==> src/hdl/uf2bf_pkg.sv <==
// Shared constants and types for the UF2 block framer.
// Used by uf2bf_header and uf2_block_framer; depends on nothing else.
package uf2bf_pkg;

  localparam int unsigned PAYLOAD_BYTES_DEF = 256;
  localparam int unsigned HDR_WORDS         = 4;
  localparam int unsigned BLOCK_WORDS       = 64;
  localparam int unsigned POS_W             = 6;
  localparam int unsigned CFG_IDX_W         = 2;

  localparam logic [31:0] MAGIC_START0 = 32'h0A32_4655;
  localparam logic [31:0] MAGIC_START1 = 32'h9E5D_5157;
  localparam logic [31:0] MAGIC_END    = 32'h0AB1_6F30;
  localparam logic [31:0] UF2_FLAGS    = 32'h0000_2000;

  localparam logic [31:0] FAMILY_ID_RST    = 32'hE48B_FF56;
  localparam logic [31:0] BASE_ADDRESS_RST = 32'h0000_0000;
  localparam logic [31:0] TOTAL_BLOCKS_RST = 32'h0000_0001;

  localparam logic [CFG_IDX_W-1:0] CFG_FAMILY_ID    = 2'd0;
  localparam logic [CFG_IDX_W-1:0] CFG_BASE_ADDRESS = 2'd1;
  localparam logic [CFG_IDX_W-1:0] CFG_TOTAL_BLOCKS = 2'd2;

  localparam logic [1:0] HDR_MAGIC = 2'd0;
  localparam logic [1:0] HDR_ADDR  = 2'd1;
  localparam logic [1:0] HDR_SIZE  = 2'd2;
  localparam logic [1:0] HDR_ID    = 2'd3;

  typedef struct packed {
    logic advance;
    logic restart;
  } blk_ctl_t;

endpackage

==> src/hdl/uf2bf_header.sv <==
// Configuration registers, block counters and header doubleword selection.
// Depends on uf2bf_pkg.
module uf2bf_header #(
  parameter int unsigned PAYLOAD_BYTES = uf2bf_pkg::PAYLOAD_BYTES_DEF
) (
  input  logic                           clk,
  input  logic                           rst_n,
  input  logic                           cfg_wr_en,
  input  logic [uf2bf_pkg::CFG_IDX_W-1:0] cfg_index,
  input  logic [31:0]                    cfg_data,
  input  uf2bf_pkg::blk_ctl_t            blk_ctl,
  input  logic [1:0]                     hdr_idx,
  output logic [63:0]                    hdr_word
);

  localparam logic [31:0] PAYLOAD_SIZE = 32'(PAYLOAD_BYTES);

  logic [31:0] family_id_r, family_id_nxt;
  logic [31:0] base_address_r, base_address_nxt;
  logic [31:0] total_blocks_r, total_blocks_nxt;
  logic [31:0] block_number_r, block_number_nxt;
  logic [31:0] offset_r, offset_nxt;
  logic [31:0] addr;

  always_comb begin
    family_id_nxt    = family_id_r;
    base_address_nxt = base_address_r;
    total_blocks_nxt = total_blocks_r;
    if (cfg_wr_en) begin
      unique case (cfg_index)
        uf2bf_pkg::CFG_FAMILY_ID:    family_id_nxt    = cfg_data;
        uf2bf_pkg::CFG_BASE_ADDRESS: base_address_nxt = cfg_data;
        uf2bf_pkg::CFG_TOTAL_BLOCKS: total_blocks_nxt = cfg_data;
        default: ;
      endcase
    end
  end

  always_comb begin
    block_number_nxt = block_number_r;
    offset_nxt       = offset_r;
    if (blk_ctl.advance) begin
      if (blk_ctl.restart) begin
        block_number_nxt = '0;
        offset_nxt       = '0;
      end else begin
        block_number_nxt = block_number_r + 32'd1;
        offset_nxt       = offset_r + PAYLOAD_SIZE;
      end
    end
  end

  always_ff @(posedge clk) begin
    if (!rst_n) begin
      family_id_r    <= uf2bf_pkg::FAMILY_ID_RST;
      base_address_r <= uf2bf_pkg::BASE_ADDRESS_RST;
      total_blocks_r <= uf2bf_pkg::TOTAL_BLOCKS_RST;
      block_number_r <= '0;
      offset_r       <= '0;
    end else begin
      family_id_r    <= family_id_nxt;
      base_address_r <= base_address_nxt;
      total_blocks_r <= total_blocks_nxt;
      block_number_r <= block_number_nxt;
      offset_r       <= offset_nxt;
    end
  end

  // The offset register holds block_number * payload size, so the address needs one add.
  assign addr = base_address_r + offset_r;

  always_comb begin
    unique case (hdr_idx)
      uf2bf_pkg::HDR_MAGIC: hdr_word = {uf2bf_pkg::MAGIC_START1, uf2bf_pkg::MAGIC_START0};
      uf2bf_pkg::HDR_ADDR:  hdr_word = {addr, uf2bf_pkg::UF2_FLAGS};
      uf2bf_pkg::HDR_SIZE:  hdr_word = {block_number_r, PAYLOAD_SIZE};
      uf2bf_pkg::HDR_ID:    hdr_word = {family_id_r, total_blocks_r};
      default:              hdr_word = '0;
    endcase
  end

endmodule

==> src/hdl/uf2_block_framer.sv <==
// Top level of the UF2 block framer: input holding register, block sequencer, output register.
// Depends on uf2bf_pkg and uf2bf_header.
//
//   channel | direction | handshake             | payload
//   --------+-----------+-----------------------+--------------------------------------------
//   in      | input     | in_valid / in_ready   | in_image_bytes[63:0], in_final_item
//   out     | output    | out_valid / out_ready | out_word[63:0], out_block_end, out_stream_end
//   cfg     | input     | cfg_wr_en             | cfg_index[1:0], cfg_data[31:0]
//
// One output beat leaves per cycle while an input beat is held and the output is not stalled;
// a block is 64 beats. A mid-block input beat is released as its data beat is emitted, the first
// of a block stays held while the four header beats go out, and the closing one runs on through
// the zero fill to the end magic. Reset is synchronous and needs no clearing pass.
// A stalled output holds its beat while the next input beat still waits in the holding register.
module uf2_block_framer #(
  parameter int unsigned PAYLOAD_BYTES = uf2bf_pkg::PAYLOAD_BYTES_DEF
) (
  input  logic                           clk,
  input  logic                           rst_n,
  input  logic                           cfg_wr_en,
  input  logic [uf2bf_pkg::CFG_IDX_W-1:0] cfg_index,
  input  logic [31:0]                    cfg_data,
  input  logic                           in_valid,
  output logic                           in_ready,
  input  logic [63:0]                    in_image_bytes,
  input  logic                           in_final_item,
  output logic                           out_valid,
  input  logic                           out_ready,
  output logic [63:0]                    out_word,
  output logic                           out_block_end,
  output logic                           out_stream_end
);

  localparam int unsigned POS_W      = uf2bf_pkg::POS_W;
  localparam int unsigned DATA_WORDS = PAYLOAD_BYTES / 8;
  localparam logic [POS_W-1:0] POS_LAST_DATA =
    POS_W'(uf2bf_pkg::HDR_WORDS + DATA_WORDS - 1);
  localparam logic [POS_W-1:0] POS_END = POS_W'(uf2bf_pkg::BLOCK_WORDS - 1);
  localparam logic [POS_W-1:0] POS_HDR = POS_W'(uf2bf_pkg::HDR_WORDS);

  logic              hold_v_r, hold_v_nxt;
  logic [63:0]       hold_bytes_r;
  logic              hold_final_r;
  logic [POS_W-1:0]  pos_r, pos_nxt;
  logic              fill_r, fill_nxt;
  logic              out_valid_r, out_valid_nxt;
  logic [63:0]       out_word_r;
  logic              out_block_end_r;
  logic              out_stream_end_r;

  logic              emit, is_hdr, is_data, is_end, close, release_item, accept;
  logic [63:0]       hdr_word, word;
  uf2bf_pkg::blk_ctl_t blk_ctl;

  assign emit         = hold_v_r && (!out_valid_r || out_ready);
  assign is_hdr       = !fill_r && (pos_r < POS_HDR);
  assign is_data      = !fill_r && !is_hdr;
  assign is_end       = fill_r && (pos_r == POS_END);
  assign close        = hold_final_r || (pos_r == POS_LAST_DATA);
  assign release_item = emit && ((is_data && !close) || is_end);
  assign in_ready     = !hold_v_r || release_item;
  assign accept       = in_valid && in_ready;

  assign blk_ctl.advance = emit && is_end;
  assign blk_ctl.restart = hold_final_r;

  uf2bf_header #(
    .PAYLOAD_BYTES(PAYLOAD_BYTES)
  ) u_header (
    .clk      (clk),
    .rst_n    (rst_n),
    .cfg_wr_en(cfg_wr_en),
    .cfg_index(cfg_index),
    .cfg_data (cfg_data),
    .blk_ctl  (blk_ctl),
    .hdr_idx  (pos_r[1:0]),
    .hdr_word (hdr_word)
  );

  always_comb begin
    if (is_hdr) begin
      word = hdr_word;
    end else if (is_data) begin
      word = hold_bytes_r;
    end else if (is_end) begin
      word = {uf2bf_pkg::MAGIC_END, 32'h0000_0000};
    end else begin
      word = '0;
    end
  end

  always_comb begin
    hold_v_nxt    = hold_v_r;
    pos_nxt       = pos_r;
    fill_nxt      = fill_r;
    out_valid_nxt = out_valid_r;
    if (out_ready) begin
      out_valid_nxt = 1'b0;
    end
    if (release_item) begin
      hold_v_nxt = 1'b0;
    end
    if (accept) begin
      hold_v_nxt = 1'b1;
    end
    if (emit) begin
      out_valid_nxt = 1'b1;
      if (is_end) begin
        pos_nxt  = '0;
        fill_nxt = 1'b0;
      end else begin
        pos_nxt = pos_r + POS_W'(1);
        if (is_data && close) begin
          fill_nxt = 1'b1;
        end
      end
    end
  end

  always_ff @(posedge clk) begin
    if (!rst_n) begin
      hold_v_r    <= 1'b0;
      pos_r       <= '0;
      fill_r      <= 1'b0;
      out_valid_r <= 1'b0;
    end else begin
      hold_v_r    <= hold_v_nxt;
      pos_r       <= pos_nxt;
      fill_r      <= fill_nxt;
      out_valid_r <= out_valid_nxt;
    end
  end

  always_ff @(posedge clk) begin
    if (accept) begin
      hold_bytes_r <= in_image_bytes;
      hold_final_r <= in_final_item;
    end
    if (emit) begin
      out_word_r       <= word;
      out_block_end_r  <= is_end;
      out_stream_end_r <= is_end && hold_final_r;
    end
  end

  assign out_valid      = out_valid_r;
  assign out_word       = out_word_r;
  assign out_block_end  = out_block_end_r;
  assign out_stream_end = out_stream_end_r;

  a_end_magic: assert property (@(posedge clk) disable iff (!rst_n)
    (out_valid_r && out_block_end_r) |-> (out_word_r[63:32] == uf2bf_pkg::MAGIC_END))
    else $error("closing beat lacks the end magic");

  a_stream_in_block: assert property (@(posedge clk) disable iff (!rst_n)
    (out_valid_r && out_stream_end_r) |-> out_block_end_r)
    else $error("stream end flagged off a block boundary");

  a_fill_holds_item: assert property (@(posedge clk) disable iff (!rst_n)
    fill_r |-> hold_v_r)
    else $error("zero fill running without a held item");

  a_block_wraps: assert property (@(posedge clk) disable iff (!rst_n)
    (emit && is_end) |=> (pos_r == '0 && !fill_r))
    else $error("sequencer did not return to the header after the end magic");

  a_header_first: assert property (@(posedge clk) disable iff (!rst_n)
    (pos_r < POS_HDR) |-> !fill_r)
    else $error("zero fill inside the header");

endmodule

==> config.mk <==
export PLATFORM = sky130hd
export DESIGN_NAME = uf2_block_framer
export DESIGN_NICKNAME = d
export VERILOG_FILES = /design/src/hdl/uf2bf_pkg.sv /design/src/hdl/uf2bf_header.sv /design/src/hdl/uf2_block_framer.sv
export SDC_FILE = /design/constraint.sdc
export NUM_CORES = 1
export LEC_CHECK = 0
export BUFFER_PORTS_ARGS = -buffer_cell sky130_fd_sc_hd__buf_4
export CAP_MARGIN = 40
export CORE_MARGIN = 2
export CORE_UTILIZATION = 39
export DETAILED_ROUTE_END_ITERATION = 16
export GPL_ROUTABILITY_DRIVEN = 0
export HOLD_SLACK_MARGIN = 0.05
export PLACE_DENSITY = 0.7
export SLEW_MARGIN = 0
export SYNTH_ARGS = -nofsm -noshare
export SYNTH_HDL_FRONTEND = slang
export SYNTH_SLANG_ARGS = --single-unit
export TNS_END_PERCENT = 50
==> constraint.sdc <==
create_clock -name clk -period 6.5 [get_ports clk]
set_input_delay 1.95 -clock clk [delete_from_list [all_inputs] [get_ports clk]]
set_output_delay 1.95 -clock clk [all_outputs]
set_load 0.1 [all_outputs]
* After elaboration in Yosys (flattened, before gate mapping) *
Cells that the tools add are included.

word-level totals
  memories = 0
  register bits after elaboration = 300
  bits in latches = 0
  input bits = 104
  output and inout bits = 68
  bits in writable memories = 0
  memory bits (read-only) = 0

operators by class
  equality and inequality tests = 7
  divide/modulo/power cells = 0
  $add $sub $neg = 4
  $mul = 0
  bitwise logic cells = 0
  shift-type cells = 0
  reduce and logical (&&, ||, !) cells = 28
  mux-type cells = 13
  magnitude comparators = 1

operators by type and width
  kind                                                         count
  case mux 64 bit (4 select lines)                             1
  two-way mux 64 bit                                           2
  two-way mux 32 bit                                           2
  two-way mux 60 bit                                           1
  adder 32 x 1 -> 32 bit (second input constant)               1
  adder 32 bit                                                 1
  adder 32 x 9 -> 32 bit (second input constant)               1
  == test 6 bit (second input constant)                        2
  logical AND 1 bit                                            10
  AND reduction 2 bit                                          4
  adder 6 x 1 -> 6 bit (second input constant)                 1
  == test 2 bit (second input constant)                        3
  less-than comparator 6 x 3 -> 1 bit (second input constant)  1
  two-way mux 1 bit                                            6
  two-way mux 6 bit                                            1
  nonzero test 2 bit                                           3
  logical NOT 1 bit                                            5
  == test 2 x 1 -> 1 bit (second input constant)               2
  logical NOT 2 bit                                            2
  logical OR 1 bit                                             4

* Logic depth before layout (Yosys ltp) *
Gate-level depths: netlist of run 1.

  word-level depth = 10
  mapped depth = 9
  gate-level depth less buffers = 8

* By module *
A second synthesis of run 1 with hierarchy kept.

unflattened totals
  cells, all modules = 1,429
  area total of the unflattened synthesis = 13,424.1 µm²

by module, submodules not included
  module            cells an instance  instances  area an instance (µm²)  sequential area each (µm²)
  uf2bf_header      1,026              1          8,045.2                 3,042.9
  uf2_block_framer  403                1          5,378.9                 4,113.9

* Worst setup path before layout of run 1 *
Ideal clock, no wire load.

  path type = input-to-reg
  start = input out_ready
  end = register hold_bytes_r[0], enable pin
  setup time = 429 ps
  cell stages on the path = 4
  path slack = -194 ps
  data required time = 6,071 ps
  data arrival time = 6,265 ps
  buffers on the path = 0
  path through = nand2b_1 nand2_1 o21ai_0 and2_1

between the ends
  longest elaborated chain between the ends = 5

ends and longest elaborated chain
  what                  RTL line                 text
  start, declared       uf2_block_framer.sv:28   input logic out_ready,
  logical OR 1 bit      uf2_block_framer.sv:55   assign emit = hold_v_r && (!out_valid_r || out_ready);
  logical AND 1 bit     uf2_block_framer.sv:55
  logical AND 1 bit     uf2_block_framer.sv:60   assign release_item = emit && ((is_data && !close) || is_end);
  logical OR 1 bit      uf2_block_framer.sv:61   assign in_ready = !hold_v_r || release_item;
  via in_ready          uf2_block_framer.sv:24   output logic in_ready,
  logical AND 1 bit     uf2_block_framer.sv:62   assign accept = in_valid && in_ready;
  via accept            uf2_block_framer.sv:51   logic emit, is_hdr, is_data, is_end, close, release_item, accept;
  end signal, assigned  uf2_block_framer.sv:136  hold_bytes_r <= in_image_bytes;
  end, declared         uf2_block_framer.sv:42   logic [63:0] hold_bytes_r;

The timed path passes the listed nets, and every way through them passes these cells.
A chain may end at the register's enable or synchronous reset.

* Worst setup path in the final report of run 1 *
  start = input out_ready
  end = output in_ready

between the ends
  longest elaborated chain between the ends = 4

ends and longest elaborated chain
  what               RTL line
  logical OR 1 bit   uf2_block_framer.sv:55
  logical AND 1 bit  uf2_block_framer.sv:55
  logical AND 1 bit  uf2_block_framer.sv:60
  logical OR 1 bit   uf2_block_framer.sv:61
  end, declared      uf2_block_framer.sv:24

Every way passes these cells.

==> impl_metrics.json, run 1 <==
{
  "cp-start-kind": "input pin",
  "seq_area_um2": 7160,
  "leakagePower_nw": 5.71,
  "nets": 1535,
  "wirelength_um": 34800,
  "hold_end": "u_header.family_id_r[18]$_SDFFE_PN0P_",
  "worstPathArrival_ns": 3.01,
  "coreArea_um2": 32300,
  "worstMarginPinSlew_ns": 0.870,
  "ctsHoldBuffers": 0,
  "max_slew_margin_pct": 41.8,
  "setup_viol_count_final": 0,
  "finalHoldViolCount": 0,
  "port_buffers": 171,
  "dr_total_vias": 10106,
  "rsz0062_at_grt": "false",
  "fillCellCount": 2941,
  "rows": 66,
  "cts_max_path_buffers": 3,
  "grt_max_degree": 74,
  "synth_edf_count": 131,
  "clock-sinks": 292,
  "yosys-mux-area-fraction_pct": 0.0888,
  "die_x_um": 184,
  "grt_pass1_wl_um": 52400,
  "holdCritStartpoint": "u_header.family_id_r[18]$_SDFFE_PN0P_",
  "area_growth_pct": 20.9,
  "dr.pass1.iters": 8,
  "max_stage_delay_ns": 0.33,
  "critical_path.top_delay_family": "buffers and inverters",
  "synth_fp_nets": 1390,
  "numCtsBuffers": 29,
  "ant_nets": 0,
  "rr_worst_depth": 9,
  "cts-root-buf": "clkbuf_16",
  "crit_type": "input pin to output port",
  "antenna_found_initial": 0,
  "comb_power_share_pct": 11.4,
  "cp_max_fo": 7,
  "cap_violations": 0,
  "viasPerCell": 5.41,
  "gr-total-overflow": 0,
  "slowest_stage": "buf_4",
  "synthCells": 1257,
  "hold_depth": 2,
  "setup_slack_ns": 1.54,
  "fmax_ghz": 0.202,
  "synth_top_area_share_pct": 31.0,
  "cts_tree": "done",
  "clk_pin_slew_ns": 0.06,
  "die_area_um2": 34000,
  "wire_per_inst_um": 18.6,
  "io_pins": 172,
  "cp_num_buf_inv": 2,
  "worstPathRequired_ns": 4.55,
  "synth_top_family_by_area": "simple AND/OR/NAND/NOR gates",
  "crit_cells": 5,
  "synthTopCellsByArea": "edfxtp_1, dfxtp_1, nand2_1",
  "dp_slack_ns": 1.54,
  "end_kind": "output port",
  "syn_avg_cell_area_um2": 10.1,
  "ys_async_sr_fraction_pct": 0,
  "hold_class": "register to register",
  "yosys.area.top_type": "edfxtp_1",
  "start_util_pct": 39.3,
  "r2r-start": "fill_r$_SDFFE_PN0P_",
  "h-tree-depth": 1,
  "fp.dieH_um": 184,
  "clk-insertion-delay-late_ns": 0.56,
  "post_cts_resized": 0,
  "drive_gt1_share_pct": 17.6,
  "synth-seq-cells": 292,
  "multi_input_area_um2": 5210,
  "min_period_ns": 4.96,
  "fin_setup_tns_ns": 0,
  "ys_warn_count": 0,
  "power_density_nw_per_um2": 269,
  "dp_hpwl_um": 23900,
  "synthAdderAreaFrac_pct": 2.86,
  "power_frac_clock_pct": 39.2,
  "internal_power_w": 0.00305,
  "grtUsageTotal_pct": 19.7,
  "p_seq_share_pct": 49.4,
  "ys_types": 60,
  "synth_simple_gate_area_share_pct": 17.1,
  "swShare_pct": 25.9,
  "period_share_pct": 76.3,
  "regToRegEndpoint": "hold_bytes_r[6]$_DFFE_PP_",
  "syn_area_um2": 12700,
  "antennaDiodeCount": 0,
  "rrSetupSlack_ns": 3.01,
  "power.switching_w": 0.00107,
  "drc": 0,
  "synth_compound_area_share_pct": 16.6,
  "initialDrtViolationCount": 961,
  "postCtsSetupRepairBufs": 0,
  "grt_pass1_vias": 9438,
  "status": "finished, final reports clean",
  "ir_drop_mv": 0.181,
  "synth_xor_xnor_area_share_pct": 4.28,
  "crit_top_cell": "buf_4",
  "seq_area_frac_synth_pct": 56.4,
  "yosys_most_used_dff": "dfxtp_1",
  "worstPathCellList": "buf_4 -> nand2b_1 -> nand2_1 -> o21ai_1 -> buf_4",
  "fin_skew_ns": 0.0192,
  "whs_ns": 0.465,
  "drv_slew": 0
}
per-stage QoR:
step,utilization (%),cells,power [W],area [um^2]
after global placement,44.5,1811,0.00254,14400
after CTS,47.5,1867,0.00415,15300
after floorplan,-,1257,0.00237,12700
after global routing,47.5,1867,0.00424,15300
final,47.5,1867,0.00412,15300
after detailed placement,44.6,1813,0.00254,14400
worst max-delay path by stage:
stage / startpoint / to / slack [ns]
after floorplan: out_ready / hold_bytes_r[0]$_DFFE_PP_ / 0.64
after global placement: out_ready / in_ready / 1.57
after detailed placement: out_ready / in_ready / 1.54
after CTS: out_ready / in_ready / 1.54
after global routing: out_ready / in_ready / 1.45
final: out_ready / in_ready / 1.54
synth_stat cells, types with 12 or more instances:
cell	n
ha_1	29
a21boi_0	81
xor2_1	43
or3_1	15
nand2_1	253
clkbuf_1	63
nor2_1	72
a21oi_1	63
inv_1	13
a211oi_1	12
xnor2_1	19
nand3_1	46
nand4_1	17
a22oi_1	14
a22o_1	19
o21ai_0	58
nor3_1	13
dfxtp_1	161
edfxtp_1	131
routing by layer:
metal	GRT usage, %	routed length, um	part of all wire, %	vias up
met3	2.71	2180	6.3	57
met4	5.70	1010	2.9	0
met2	31.3	15700	45	372
met1	28.1	15900	46	4872
li1	-	-	-	4805
met5	0	0	0	-
power groups by stage:
stage / clock network (W) / registers, W / logic (W)
floorplan: 0 / 0.00224 / 0.000136
global placement: 0 / 0.00207 / 0.000461
detailed placement: 0 / 0.00207 / 0.000467
CTS: 0.00164 / 0.00204 / 0.000469
global route: 0.00171 / 0.00204 / 0.000493
finish: 0.00161 / 0.00204 / 0.000470
cells in the final DEF, fill, tap and decap left out, drive strengths merged, types with 10 or more instances in the layout:
cell type	n
nand4	18
edfxtp	131
a21boi	81
buf	188
o21ai	62
nor3	15
ha	29
or3	15
dfxtp	161
nand2	253
inv	14
a222oi	10
xnor2	19
nor2	73
xor2	43
a22oi	14
a21oi	63
a211oi	14
and2	11
a22o	19
clkbuf	47
nand3	46
layout make-up:
cell class,instances,share of cell area [%]
clock buffer,47,5.71
multi-input combinational,878,34.0
tap,442,3.61
clock inverter,7,0.302
sequential,292,46.7
timing repair buffer,188,9.37
inverter,13,0.318
tightest hold or removal path, cell delays in order (launching register included):
cell	delay [ns]
dfxtp_1	0.31
nand2_1	0.05
a21boi_0	0.06
registers in the layout, summed over array words and instances (netlist names):
| register | flops |
|---|---|
| hold_v_r | 1 |
| u_header.offset_r | 24 |
| out_block_end | 1 |
| u_header.block_number_r | 32 |
| hold_bytes_r | 64 |
| u_header.family_id_r | 32 |
| out_stream_end | 1 |
| out_word | 64 |
| u_header.base_address_r | 32 |
| out_valid | 1 |
| fill_r | 1 |
| hold_final_r | 1 |
| pos_r | 6 |
| u_header.total_blocks_r | 32 |
cell families (layout without fill, tap and decap cells):
family / after synthesis / in the layout
buf+inv: 87 / 255
mux: 1 / 1
xor+xnor: 62 / 62
compound gates: 312 / 312
fa+ha+maj: 29 / 29
simple gates: 474 / 474
flops: 292 / 292
Power figures use the tool's default switching activity.
==> run 2, diff against run 1 <==
==> constraint.sdc (replaced) <==
create_clock -name clk -period 4.9 [get_ports clk]
set_input_delay 1.47 -clock clk [delete_from_list [all_inputs] [get_ports clk]]
set_output_delay 1.47 -clock clk [all_outputs]
set_load 0.1 [all_outputs]
==> impl_metrics.json, run 2 (synthesized netlist as in run 1, its figures left out) <==
{
  "status": "finished, final reports clean",
  "start_util_pct": 39.3,
  "grtUsageTotal_pct": 20.1,
  "nets": 1536,
  "final_util_pct": 47.5,
  "area_growth_pct": 20.9,
  "cp_num_buf_inv": 3,
  "cp-start-kind": "register",
  "hold_class": "register to register",
  "initialDrtViolationCount": 1059,
  "setup_slack_ns": 0.840,
  "finalHoldViolCount": 0,
  "dr_total_vias": 10199,
  "leakagePower_nw": 5.72,
  "setup_viol_count_final": 0,
  "coreArea_um2": 32300,
  "cp_max_fo": 14,
  "postCtsSetupRepairBufs": 0,
  "crit_top_cell": "buf_4",
  "rsz0062_at_grt": "false",
  "cts-root-buf": "clkbuf_16",
  "crit_type": "register to output port",
  "critical_path.top_delay_family": "buffers and inverters",
  "fmax_ghz": 0.246,
  "die_area_um2": 34000,
  "worstPathRequired_ns": 3.43,
  "max_stage_delay_ns": 0.49,
  "dp_slack_ns": 0.870,
  "fin_skew_ns": 0.00897,
  "numCtsBuffers": 29,
  "power_density_nw_per_um2": 358,
  "antenna_found_initial": 2,
  "grt_pass1_vias": 9486,
  "fin_setup_tns_ns": 0,
  "port_buffers": 171,
  "worstPathCellList": "ha_1 -> and4_4 -> nand2_1 -> buf_4 -> inv_1 -> a21oi_1 -> o21ai_1 -> buf_4",
  "drv_slew": 0,
  "clock-sinks": 292,
  "ir_drop_mv": 0.246,
  "die_x_um": 184,
  "post_cts_resized": 0,
  "ant_nets": 0,
  "dr.pass1.iters": 6,
  "grt_max_degree": 81,
  "cts_tree": "done",
  "mostFrequentLayoutCells": "nand2_1, buf_4, dfxtp_1, edfxtp_1, a21boi_0",
  "h-tree-depth": 1,
  "dp_hpwl_um": 24000,
  "fp.dieH_um": 184,
  "worstMarginPinSlew_ns": 0.832,
  "drive_gt1_share_pct": 17.3,
  "final_common_cell": "nand2_1",
  "period_share_pct": 82.9,
  "cap_violations": 0,
  "cts_max_path_buffers": 3,
  "rows": 66,
  "viasPerCell": 5.46,
  "end_kind": "output port",
  "max_slew_margin_pct": 44.5,
  "min_period_ns": 4.06,
  "worstPathArrival_ns": 2.59,
  "wirelength_um": 35200,
  "ctsHoldBuffers": 0,
  "io_pins": 172,
  "grt_pass1_wl_um": 53500,
  "gr-total-overflow": 0,
  "slowest_stage": "dfxtp_1",
  "fillCellCount": 3002,
  "clk-insertion-delay-late_ns": 0.54,
  "clk_pin_slew_ns": 0.06,
  "drc": 0,
  "wire_per_inst_um": 18.8
}
==> run 2: layout make-up <==
cell class              count  area, um^2  area share (%)
flip-flops and latches    292        7160            46.7
multi-input cells         878        5210            34.0
repair buffers            189        1440            9.42
clock buffers              50         878            5.73
well taps                 442         553            3.61
inverters                  13        48.8           0.318
clock inverters             3        40.0           0.261
diodes                      1        2.50          0.0163
==> run 2: where the power goes <==
part | total [W] | switching, W | leakage, nW | internal [W]
Sequential | 0.00270 | 0.0000441 | 2.54 | 0.00265
Combinational | 0.000627 | 0.000455 | 2.73 | 0.000171
Clock | 0.00217 | 0.000907 | 0.451 | 0.00126
Total | 0.00549 | 0.00141 | 5.72 | 0.00408
==> run 2: path summary, 6_finish.rpt <==
path                                                                 to                                    start  slack [ns]  depth (start not counted)
worst min-delay path            u_header.total_blocks_r[9]$_SDFFE_PN0P_  u_header.total_blocks_r[9]$_SDFFE_PN0P_        0.46                          2
worst min register to register  u_header.total_blocks_r[9]$_SDFFE_PN0P_  u_header.total_blocks_r[9]$_SDFFE_PN0P_        0.46                          2
worst max register to register                   out_word[55]$_DFFE_PP_       u_header.offset_r[10]$_SDFFE_PN0P_        1.68                          8
worst max-delay path                                           in_ready                    pos_r[0]$_SDFFE_PN0P_        0.84                          8
==> run 2: worst reg2reg max path, delay by kind of cell (launching register included) <==
kind	cells	cell delay [ns]
flip-flops	1	0.51
adder cells (fa/ha/maj)	1	0.33
AO/OA/AOI/OAI	6	1.90
XOR/XNOR	1	0.19
==> run 2: per-layer routing <==
metal | track usage (%) | part of all wire [%]
met1 | 27.9 | 45
met2 | 32.2 | 45
met3 | 4.09 | 7.5
met4 | 4.96 | 2.5
met5 | 0 | 0.026
==> run 2: through the flow <==
step | area [um^2] | instances | total power, W | hold slack (ns)
global route | 15300 | 1868 | 0.00565 | 0.483
floorplan | 12700 | 1257 | 0.00315 | 0.439
CTS | 15300 | 1867 | 0.00552 | 0.467
global placement | 14400 | 1814 | 0.00337 | 0.449
detailed placement | 14400 | 1814 | 0.00337 | 0.457
finish | 15300 | 1868 | 0.00549 | 0.463
==> run 3, diff against run 2 <==
--- a/config.mk
+++ b/config.mk
@@ -12,7 +12,7 @@
 export DETAILED_ROUTE_END_ITERATION = 16
 export GPL_ROUTABILITY_DRIVEN = 0
 export HOLD_SLACK_MARGIN = 0.05
-export PLACE_DENSITY = 0.7
+export PLACE_DENSITY = 0.72
 export SLEW_MARGIN = 0
 export SYNTH_ARGS = -nofsm -noshare
 export SYNTH_HDL_FRONTEND = slang
==> constraint.sdc (replaced) <==
create_clock -name clk -period 3.5 [get_ports clk]
set_input_delay 1.05 -clock clk [delete_from_list [all_inputs] [get_ports clk]]
set_output_delay 1.05 -clock clk [all_outputs]
set_load 0.1 [all_outputs]
==> impl_metrics.json, run 3 (synthesized netlist as in run 1, its figures left out) <==
{
  "status": "finished, final reports clean",
  "grt_max_degree": 76,
  "hold_class": "register to register",
  "cts_max_path_buffers": 3,
  "period_share_pct": 96.3,
  "grt_pass1_wl_um": 54700,
  "cp-start-kind": "register",
  "postCtsSetupRepairBufs": 0,
  "clock-sinks": 292,
  "ir_drop_mv": 0.355,
  "cts_tree": "done",
  "worstPathRequired_ns": 2.45,
  "dr_total_vias": 10384,
  "clk-insertion-delay-late_ns": 0.56,
  "die_x_um": 184,
  "antennaDiodeCount": 0,
  "worstMarginPinSlew_ns": 0.849,
  "p_seq_share_pct": 48.4,
  "fillCellCount": 2911,
  "fp.dieH_um": 184,
  "clk_pin_slew_ns": 0.07,
  "area_growth_pct": 21.8,
  "numCtsBuffers": 29,
  "final_area_um2": 15400,
  "fin_skew_ns": 0.0139,
  "mostFrequentLayoutCells": "nand2_1, buf_4, dfxtp_1, edfxtp_1, a21boi_0",
  "initialDrtViolationCount": 897,
  "leakagePower_nw": 5.78,
  "crit_type": "register to output port",
  "power.switching_w": 0.00201,
  "drc": 0,
  "cp_max_fo": 8,
  "finalHoldViolCount": 0,
  "power_frac_clock_pct": 40.1,
  "rsz0062_at_grt": "false",
  "drv_slew": 0,
  "cap_violations": 0,
  "drive_gt1_share_pct": 18.1,
  "rows": 66,
  "start_util_pct": 39.3,
  "ant_nets": 0,
  "swShare_pct": 25.8,
  "io_pins": 172,
  "viasPerCell": 5.54,
  "wirelength_um": 35900,
  "comb_power_share_pct": 11.4,
  "wire_per_inst_um": 19.2,
  "final_util_pct": 47.8,
  "nets": 1541,
  "max_slew_margin_pct": 43.4,
  "worstPathArrival_ns": 2.32,
  "dp_hpwl_um": 24800,
  "power_density_nw_per_um2": 505,
  "antenna_found_initial": 2,
  "grtUsageTotal_pct": 20.6,
  "die_area_um2": 34000,
  "coreArea_um2": 32300,
  "dr.pass1.iters": 7,
  "end_kind": "output port",
  "h-tree-depth": 1,
  "gr-total-overflow": 0,
  "setup_viol_count_final": 0,
  "fmax_ghz": 0.297,
  "cts-root-buf": "clkbuf_16",
  "final_common_cell": "nand2_1",
  "port_buffers": 171,
  "internal_power_w": 0.00579,
  "dpl_cell_area_um2": 14500,
  "min_period_ns": 3.37,
  "grt_pass1_vias": 9845
}
[run 3: changes by cell type in the layout (fill, tap and decap cells not counted), sizes merged]
| cell | previous run | this run |
|---|---|---|
| buf | 189 | 194 |
| clkbuf | 50 | 47 |
| clkinv | 2 | 5 |
| diode | 1 | 0 |
| inv | 13 | 14 |
[run 3: through the flow]
step / setup slack [ns] / total power, W / hold slack [ns] / setup TNS (ns) / instances
6_report: 0.130 / 0.00780 / 0.463 / 0 / 1873
3_5_place_dp: 0.521 / 0.00474 / 0.457 / 0 / 1819
3_3_place_gp: 0.549 / 0.00473 / 0.450 / 0 / 1819
2_1_floorplan: -0.145 / 0.00441 / 0.439 / -0.145 / 1257
5_1_grt: 0.0162 / 0.00805 / 0.487 / 0 / 1873
4_1_cts: 0.108 / 0.00784 / 0.466 / 0 / 1873
[run 3: area by class of cell]
class                   instances  area, um^2  share of cell area [%]
well taps                     442         553                    3.58
repair buffers                194        1510                    9.77
clock buffers                  47         901                    5.83
multi-input cells             878        5220                    33.8
inverters                      13        48.8                   0.316
clock inverters                 7        63.8                   0.413
flip-flops and latches        292        7160                    46.3
[run 3: power groups by stage]
stage	registers, W	logic (W)	clock network, W
after floorplan	0.00416	0.000254	0
after global placement	0.00385	0.000877	0
after detailed placement	0.00385	0.000886	0
after CTS	0.00378	0.000890	0.00317
after global routing	0.00379	0.000936	0.00332
final	0.00378	0.000892	0.00313
[run 3: repair_timing]
action,4_1_cts,5_1_grt
hold buffers,0,0
resized for setup,0,1
setup endpoints to repair,0,1
[run 3: critical path: stages (launching register included)]
cell     delay, ns
dfxtp_1       0.48
ha_1          0.25
and4_4        0.27
nand2_1       0.08
inv_1         0.17
a21oi_1       0.09
o21ai_2       0.19
buf_6         0.25
[run 3: final timing paths]
kind	startpoint	end	slack [ns]	depth (start not counted)
worst max register to register	u_header.offset_r[10]$_SDFFE_PN0P_	out_word[63]$_DFFE_PP_	0.60	7
worst min register to register	u_header.total_blocks_r[6]$_SDFFE_PN0P_	u_header.total_blocks_r[6]$_SDFFE_PN0P_	0.46	2
worst max-delay path	pos_r[0]$_SDFFE_PN0P_	in_ready	0.13	7
worst min-delay path	u_header.total_blocks_r[6]$_SDFFE_PN0P_	u_header.total_blocks_r[6]$_SDFFE_PN0P_	0.46	2
[run 3: per-layer routing]
metal | wire length [um] | vias to the layer above | GRT usage, %
li1 | - | 4813 | -
met1 | 15400 | 5006 | 28.7
met2 | 16300 | 479 | 32.8
met3 | 3070 | 82 | 3.56
met4 | 1030 | 4 | 6.40
met5 | 27 | - | 0
